==> config.mk <==
export PLATFORM = sky130hd
export DESIGN_NAME = button_debounce_lockout
export DESIGN_NICKNAME = d
export VERILOG_FILES = /design/src/design/bdl_pkg.sv /design/src/design/button_debounce_lockout.sv /design/src/design/bdl_lane.sv
export VERILOG_INCLUDE_DIRS = /design/src /design/src/design
export SDC_FILE = /design/constraint.sdc
export NUM_CORES = 2
export LEC_CHECK = 0
export CORE_MARGIN = 2
export CORE_UTILIZATION = 60
export CTS_CLUSTER_SIZE = 16
export DETAILED_ROUTE_END_ITERATION = 16
export DONT_BUFFER_PORTS = 1
export PLACE_DENSITY = 0.76
export SYNTH_ARGS = -nofsm -noshare
export SYNTH_HDL_FRONTEND = slang
export SYNTH_SLANG_ARGS = --single-unit
==> constraint.sdc <==
create_clock -name clk_i -period 13.55 [get_ports clk_i]
set_input_delay 1.355 -clock clk_i [delete_from_list [all_inputs] [get_ports clk_i]]
set_output_delay 1.355 -clock clk_i [all_outputs]
set_load 0.01 [all_outputs]
==> src/design/button_debounce_lockout_defines.svh <==
// Assertion macros shared by the button debounce design.
// Depends on clk_i and rst_ni being present in the module that uses them.
`ifndef BUTTON_DEBOUNCE_LOCKOUT_DEFINES_SVH
`define BUTTON_DEBOUNCE_LOCKOUT_DEFINES_SVH

// Same-cycle implication, checked on every rising edge outside reset
`define BDL_ASSERT_NOW(name, ante, cons) \
  name: assert property (@(posedge clk_i) disable iff (!rst_ni) (ante) |-> (cons)) \
    else $error("bdl check failed: same-cycle implication");

// Next-cycle implication, checked on every rising edge outside reset
`define BDL_ASSERT_NEXT(name, ante, cons) \
  name: assert property (@(posedge clk_i) disable iff (!rst_ni) (ante) |=> (cons)) \
    else $error("bdl check failed: next-cycle implication");

`endif

==> src/design/bdl_pkg.sv <==
// Package for the button debounce/lockout block: widths, register codes,
// reset values and the lane structs. No dependencies.
`timescale 1ns / 1ps

package bdl_pkg;

  // Fixed port widths
  localparam int unsigned BUTTONS_IO = 8;
  localparam int unsigned DEBOUNCE_W = 20;
  localparam int unsigned LOCKOUT_W  = 24;
  localparam int unsigned CFG_DATA_W = 24;
  localparam int unsigned CFG_IDX_W  = 1;

  // Parameter defaults
  localparam int unsigned BUTTON_COUNT_DEF = 8;
  localparam int unsigned TIME_BITS_DEF    = 32;

  // Register indexes
  localparam logic [CFG_IDX_W-1:0] REG_DEBOUNCE = 1'b0;
  localparam logic [CFG_IDX_W-1:0] REG_LOCKOUT  = 1'b1;

  // Register reset values
  localparam logic [DEBOUNCE_W-1:0] DEBOUNCE_RESET = 20'd1000;
  localparam logic [LOCKOUT_W-1:0]  LOCKOUT_RESET  = 24'd100000;

  // Timing settings seen by every lane
  typedef struct packed {
    logic [DEBOUNCE_W-1:0] debounce;
    logic [LOCKOUT_W-1:0]  lockout;
  } lane_cfg_t;

  // Per-button result of one step
  typedef struct packed {
    logic held;
    logic pressed;
    logic released;
  } lane_out_t;

endpackage

==> src/design/button_debounce_lockout.sv <==
// Top level of the eight-button debouncer with per-button lockout.
// Depends on bdl_pkg, bdl_lane and button_debounce_lockout_defines.svh.
//
//  channel | handshake                   | payload
//  --------+-----------------------------+-----------------------------------------
//  in      | in_valid_i / in_ready_o     | edge_mask_i, pin_levels_i
//  out     | out_valid_o / out_ready_i   | held_mask_o, pressed_mask_o, released_mask_o
//  cfg     | cfg_we_i (no wait)          | cfg_idx_i, cfg_wdata_i
//
// One item per cycle sustained while the receiver holds out_ready_i high.
// The item sits in an input register, all lanes evaluate it in parallel and
// the result register takes it together with the state update.
// Reset clears time, pending flags, stamps and held state; no clearing pass.
// When out_ready_i is low, one item waits in the input register and one in
// the result register; in_ready_o then drops until the result is taken.
`timescale 1ns / 1ps
`include "button_debounce_lockout_defines.svh"

module button_debounce_lockout #(
  parameter int unsigned BUTTON_COUNT = bdl_pkg::BUTTON_COUNT_DEF,
  parameter int unsigned TIME_BITS    = bdl_pkg::TIME_BITS_DEF
) (
  input  logic                              clk_i,
  input  logic                              rst_ni,
  input  logic                              in_valid_i,
  output logic                              in_ready_o,
  input  logic [bdl_pkg::BUTTONS_IO-1:0]    edge_mask_i,
  input  logic [bdl_pkg::BUTTONS_IO-1:0]    pin_levels_i,
  output logic                              out_valid_o,
  input  logic                              out_ready_i,
  output logic [bdl_pkg::BUTTONS_IO-1:0]    held_mask_o,
  output logic [bdl_pkg::BUTTONS_IO-1:0]    pressed_mask_o,
  output logic [bdl_pkg::BUTTONS_IO-1:0]    released_mask_o,
  input  logic                              cfg_we_i,
  input  logic [bdl_pkg::CFG_IDX_W-1:0]     cfg_idx_i,
  input  logic [bdl_pkg::CFG_DATA_W-1:0]    cfg_wdata_i
);

  localparam int unsigned IO_W = bdl_pkg::BUTTONS_IO;

  logic                   in_vld_q;
  logic [IO_W-1:0]        edge_q;
  logic [IO_W-1:0]        level_q;
  logic                   out_vld_q;
  logic [IO_W-1:0]        held_q;
  logic [IO_W-1:0]        pressed_q;
  logic [IO_W-1:0]        released_q;
  logic [TIME_BITS-1:0]   tick_q;
  bdl_pkg::lane_cfg_t     cfg_q;

  logic                   step;
  bdl_pkg::lane_out_t     lane_out [BUTTON_COUNT];
  logic [IO_W-1:0]        held_d;
  logic [IO_W-1:0]        pressed_d;
  logic [IO_W-1:0]        released_d;

  // Handshake: the stored item moves on whenever the result slot frees up
  assign step       = in_vld_q && (!out_vld_q || out_ready_i);
  assign in_ready_o = !in_vld_q || step;

  // Configuration registers
  always_ff @(posedge clk_i or negedge rst_ni) begin
    if (!rst_ni) begin
      cfg_q.debounce <= bdl_pkg::DEBOUNCE_RESET;
      cfg_q.lockout  <= bdl_pkg::LOCKOUT_RESET;
    end else if (cfg_we_i) begin
      unique case (cfg_idx_i)
        bdl_pkg::REG_DEBOUNCE: cfg_q.debounce <= cfg_wdata_i[bdl_pkg::DEBOUNCE_W-1:0];
        bdl_pkg::REG_LOCKOUT:  cfg_q.lockout  <= cfg_wdata_i[bdl_pkg::LOCKOUT_W-1:0];
        default: ;
      endcase
    end
  end

  // Input register
  always_ff @(posedge clk_i or negedge rst_ni) begin
    if (!rst_ni) begin
      in_vld_q <= 1'b0;
    end else if (in_valid_i && in_ready_o) begin
      in_vld_q <= 1'b1;
    end else if (step) begin
      in_vld_q <= 1'b0;
    end
  end

  always_ff @(posedge clk_i) begin
    if (in_valid_i && in_ready_o) begin
      edge_q  <= edge_mask_i;
      level_q <= pin_levels_i;
    end
  end

  // Tick counter, one count per item
  always_ff @(posedge clk_i or negedge rst_ni) begin
    if (!rst_ni) begin
      tick_q <= '0;
    end else if (step) begin
      tick_q <= tick_q + TIME_BITS'(1);
    end
  end

  // Button lanes; lanes beyond the port width never see an edge
  for (genvar i = 0; i < BUTTON_COUNT; i++) begin : g_lane
    logic lane_edge;
    logic lane_level;
    if (i < IO_W) begin : g_io
      assign lane_edge  = edge_q[i];
      assign lane_level = level_q[i];
    end else begin : g_idle
      assign lane_edge  = 1'b0;
      assign lane_level = 1'b0;
    end

    bdl_lane #(
      .TIME_BITS (TIME_BITS)
    ) u_lane (
      .clk_i   (clk_i),
      .rst_ni  (rst_ni),
      .step_i  (step),
      .now_i   (tick_q),
      .edge_i  (lane_edge),
      .level_i (lane_level),
      .cfg_i   (cfg_q),
      .out_o   (lane_out[i])
    );
  end

  // Gather lane results into the port-wide masks
  for (genvar j = 0; j < IO_W; j++) begin : g_mask
    if (j < BUTTON_COUNT) begin : g_used
      assign held_d[j]     = lane_out[j].held;
      assign pressed_d[j]  = lane_out[j].pressed;
      assign released_d[j] = lane_out[j].released;
    end else begin : g_unused
      assign held_d[j]     = 1'b0;
      assign pressed_d[j]  = 1'b0;
      assign released_d[j] = 1'b0;
    end
  end

  // Result register
  always_ff @(posedge clk_i or negedge rst_ni) begin
    if (!rst_ni) begin
      out_vld_q <= 1'b0;
    end else if (step) begin
      out_vld_q <= 1'b1;
    end else if (out_ready_i) begin
      out_vld_q <= 1'b0;
    end
  end

  always_ff @(posedge clk_i) begin
    if (step) begin
      held_q     <= held_d;
      pressed_q  <= pressed_d;
      released_q <= released_d;
    end
  end

  assign out_valid_o     = out_vld_q;
  assign held_mask_o     = held_q;
  assign pressed_mask_o  = pressed_q;
  assign released_mask_o = released_q;

  // Checks
  `BDL_ASSERT_NOW(a_press_release_apart, out_vld_q, (pressed_q & released_q) == '0)
  `BDL_ASSERT_NOW(a_events_match_held, out_vld_q, ((pressed_q & ~held_q) | (released_q & held_q)) == '0)
  `BDL_ASSERT_NEXT(a_tick_advances, step, tick_q == $past(tick_q) + TIME_BITS'(1))
  `BDL_ASSERT_NEXT(a_stalled_item_kept, in_vld_q && !step, in_vld_q && $stable(edge_q) && $stable(level_q))
  `BDL_ASSERT_NEXT(a_step_fills_result, step, out_vld_q)

endmodule

==> src/design/bdl_lane.sv <==
// One button qualifier lane: pending flag, edge and accept stamps, held state.
// Depends on bdl_pkg.
`timescale 1ns / 1ps

module bdl_lane #(
  parameter int unsigned TIME_BITS = bdl_pkg::TIME_BITS_DEF
) (
  input  logic                 clk_i,
  input  logic                 rst_ni,
  input  logic                 step_i,
  input  logic [TIME_BITS-1:0] now_i,
  input  logic                 edge_i,
  input  logic                 level_i,
  input  bdl_pkg::lane_cfg_t   cfg_i,
  output bdl_pkg::lane_out_t   out_o
);

  localparam int unsigned CMP_W =
    (TIME_BITS > bdl_pkg::LOCKOUT_W) ? TIME_BITS : bdl_pkg::LOCKOUT_W;

  logic                 pending_q;
  logic                 held_q;
  logic [TIME_BITS-1:0] edge_stamp_q;
  logic [TIME_BITS-1:0] accept_stamp_q;

  logic [TIME_BITS-1:0] since_edge;
  logic [TIME_BITS-1:0] since_accept;
  logic                 due;
  logic                 change;
  logic                 held_d;

  // Wrapping elapsed times and the two window checks
  assign since_edge   = now_i - edge_stamp_q;
  assign since_accept = now_i - accept_stamp_q;
  assign due    = pending_q &&
                  (CMP_W'(since_edge) >= CMP_W'(cfg_i.debounce));
  assign change = due && (level_i != held_q) &&
                  (CMP_W'(since_accept) >= CMP_W'(cfg_i.lockout));
  assign held_d = change ? level_i : held_q;

  assign out_o.held     = held_d;
  assign out_o.pressed  = change & level_i;
  assign out_o.released = change & ~level_i;

  // State update: the check runs first, then this tick's edge applies
  always_ff @(posedge clk_i or negedge rst_ni) begin
    if (!rst_ni) begin
      pending_q      <= 1'b0;
      held_q         <= 1'b0;
      edge_stamp_q   <= '0;
      accept_stamp_q <= '0;
    end else if (step_i) begin
      held_q <= held_d;
      if (change) begin
        accept_stamp_q <= now_i;
      end
      if (edge_i) begin
        pending_q    <= 1'b1;
        edge_stamp_q <= now_i;
      end else if (due) begin
        pending_q <= 1'b0;
      end
    end
  end

endmodule

==> results.json <==
{
  "worst-path-buf-inv": 1,
  "io_pins": 72,
  "die_area_um2": 105800,
  "synth_adder_area_share_pct": 17.67,
  "power_density_nw_per_um2": 206.7,
  "worst_ep_arrival_time_ps": 7900,
  "drc": 0,
  "mostFrequentLayoutCells": "ha_1 (849), inv_1 (661), a21oi_1 (637)",
  "tns_ps": 0,
  "vias": 53135,
  "path_delay_family": "compound AO/OA/AOI/OAI gates",
  "cts_tree": "done",
  "seq_area_frac_synth_pct": 26.45,
  "max_cap_violations": 0,
  "grt_max_degree": 607,
  "synth_top_family_by_area": "compound AO/OA/AOI/OAI gates",
  "syn_nets": 7919,
  "cts_hold_buf": 0,
  "dieWidth_um": 325.3,
  "synth-edff-count": 40,
  "cp_max_fo": 33,
  "wl_per_cell_um": 22.01,
  "fin_crit_ps": 7327,
  "ys_types": 114,
  "final_common_cell": "ha_1",
  "ctsResizeCount": 0,
  "grt_pass1_wl_um": 286900,
  "dp_hpwl_um": 131800,
  "critPathMostFrequentCell": "o21ai_0",
  "startpoint_type": "flip-flop",
  "viasPerCell": 6.368,
  "ys_warn_count": 0,
  "synthXorXnorAreaFrac_pct": 6.053,
  "synth_area_um2": 61930,
  "wirelength_um": 183600,
  "hold_path_class": "input pin to asynchronous set/reset pin",
  "drive_above_1_share_pct": 10.93,
  "path_cells": "buf_4, ha_1, nand2b_1, a21oi_1, nor3_1, o21ai_0, a21boi_0, o21bai_1, a21o_1, a21boi_0, o21a_1, o21ai_0, xor2_1, ha_1, a21oi_1, o21ai_0, a2111oi_0, o211ai_1, or4_1, nor4_1, a31o_1, or3_2, mux2_2",
  "cts.reportedPaths.clkPinSlew_ps": 60,
  "setup_violations": 0,
  "grt_util_all_layers_pct": 34.12,
  "syn_avg_cell_area_um2": 8.838,
  "cts_buffers": 79,
  "finalPower_w": 0.01360,
  "finalMaxSlewViolations": 487,
  "cts_setup_buffers": 0,
  "drt_pass1_iterations": 6,
  "power_leakage_nw": 33.09,
  "start_util_pct": 60.70,
  "fin_crit_sh_pct": 54.07,
  "area_growth_pct": 6.259,
  "maxSlewHeadroom_pct": -92.73,
  "ir_worst_vdd_mv": 0.1310,
  "rsz0062_at_grt": "no",
  "grt_pass1_vias": 50989,
  "cts_max_path_buffers": 3,
  "post-place-cells": 8177,
  "path_class": "flip-flop to flip-flop",
  "slowest_stage": "or3_2",
  "max_freq_mhz": 136.5,
  "synth_compound_area_share_pct": 20.34,
  "synth_flop_cell": "dfrtp_1",
  "final_hold_viol_count": 0,
  "row_count": 117,
  "tightest_slew_ps": 2891,
  "worstPathRequired_ps": 14120,
  "ant_nets": 0,
  "stdcell_count": 8344,
  "status": "complete, but fails checks",
  "antenna_found_initial": 14,
  "portBuffers": 0,
  "grt-ovfl-total": 0,
  "routabilityCongestion": 0.9620,
  "synthArstFlopShare_pct": 93.81,
  "clk_latency_ps": 690,
  "root_buffer": "clkbuf_16",
  "clock_sink_count": 646,
  "netlist_instances": 7008,
  "max_stage_delay_ps": 840,
  "nets": 7801,
  "core_um2": 102000,
  "drt_iter0_drc": 4404,
  "die_h_um": 325.3,
  "violations": "max-slew violations",
  "synth-seq-cells": 646,
  "yosys.area_share.simple_pct": 12.73,
  "cts_htree_levels": 3,
  "crit_path_end_kind": "flip-flop",
  "fin_skew_ps": 37.75,
  "muxShareOfSynthArea_pct": 10.76
}
-- stage by stage --
step | hold WS, ps | setup WS [ps] | cell area, um^2 | utilization [%]
2_1_floorplan | 445.3 | 7444 | 61930 | -
3_3_place_gp | 463.8 | 6399 | 62980 | 61.73
3_5_place_dp | 473.9 | 6307 | 62980 | 61.73
4_1_cts | 387.8 | 6283 | 65760 | 64.45
5_1_grt | 375.1 | 5547 | 65800 | 64.49
6_report | 398.1 | 6223 | 65810 | 64.50
-- path summary, 6_finish.rpt --
kind	start	to	slack, ps	cells after the start
hold / removal	rst_ni	g_lane[6].u_lane.edge_stamp_q[26]	400	0
max in group asynchronous	rst_ni	g_lane[5].u_lane.edge_stamp_q[23]	10900	0
min in group clk_i	g_lane[4].u_lane.edge_stamp_q[9]	g_lane[4].u_lane.edge_stamp_q[9]	480	2
hold reg to reg	g_lane[4].u_lane.edge_stamp_q[9]	g_lane[4].u_lane.edge_stamp_q[9]	480	2
setup / recovery	tick_q[1]	g_lane[0].u_lane.accept_stamp_q[0]	6220	23
setup reg to reg	tick_q[1]	g_lane[0].u_lane.accept_stamp_q[0]	6220	23
-- cell type report --
class                      count  area (um^2)
sequential                   646        16420
timing repair buffer          68        510.5
antenna                       20        50.05
clock buffer                 100         2136
multi-input combinational   5431        41850
clock inverter                47        641.9
fill                        8742        36220
inverter                     664         2494
tap                         1368         1712
-- routing by layer --
| metal | vias to the layer above | GRT usage, % | share of wire, % |
|---|---|---|---|
| li1 | 25281 | - | - |
| met3 | 466 | 5.708 | 7.0 |
| met2 | 1878 | 53.62 | 45 |
| met1 | 25510 | 45.03 | 43 |
| met4 | 0 | 18.10 | 5.3 |
| met5 | - | 0 | 0 |
-- synthesized netlist by cell type (22+ instances only) --
library cell  number  share of area [%]
a2111oi_0         31               0.44
a211o_1           24               0.34
a211oi_1          77               0.93
a21o_1           228                2.8
a21oi_1          637                5.1
a221oi_1          22               0.31
a31oi_1           61               0.62
and2_1            38               0.38
and3_1            60               0.61
clkbuf_1         210                1.3
dfrtp_1          594                 24
edfxtp_1          40                1.9
ha_1             849                 17
inv_1            661                4.0
mux2_1            91                1.7
mux2_2           363                6.6
mux2_4            80                1.9
mux2i_1           35               0.57
nand2_1          510                3.1
nand2b_1          55               0.56
nand3_1          125                1.0
nand4_1          173                1.7
nor2_1           353                2.1
nor2b_1           54               0.55
nor3_1            93               0.75
nor4_1            33               0.33
o211ai_1          62               0.75
o21a_1            80               0.97
o21ai_0          388                3.1
o21bai_1          63               0.76
o31ai_1           33               0.40
or3_1             23               0.23
xnor2_1          260                3.7
xor2_1           168                2.4
-- power breakdown --
part | leakage, nW | internal, W | switching (W)
sequential | 8.46 | 0.00216 | 0.000145
clock | 1.34 | 0.00134 | 0.000948
combinational | 23.3 | 0.00405 | 0.00496
total | 33.1 | 0.00755 | 0.00605
-- kinds of logic (layout without fill, tap and decap cells) --
group           Yosys count  after routing
compound gates         1960           1960
simple gates           1609           1609
buf+inv                 931            879
fa+ha+maj               865            865
flops                   646            646
mux                     569            569
xor+xnor                428            428
other cells               0             20
-- registers in the layout (all words and copies together) (netlist names) --
| signal | count |
|---|---|
| level_q | 8 |
| edge_q | 8 |
| g_lane.u_lane.accept_stamp_q | 256 |
| pressed_mask_o | 8 |
| released_mask_o | 8 |
| held_mask_o | 8 |
| out_valid_o | 1 |
| cfg_q | 44 |
| g_lane.u_lane.edge_stamp_q | 256 |
| in_vld_q | 1 |
| g_lane.u_lane.held_q | 8 |
| tick_q | 32 |
| g_lane.u_lane.pending_q | 8 |
(Power assumes the default switching activity.)
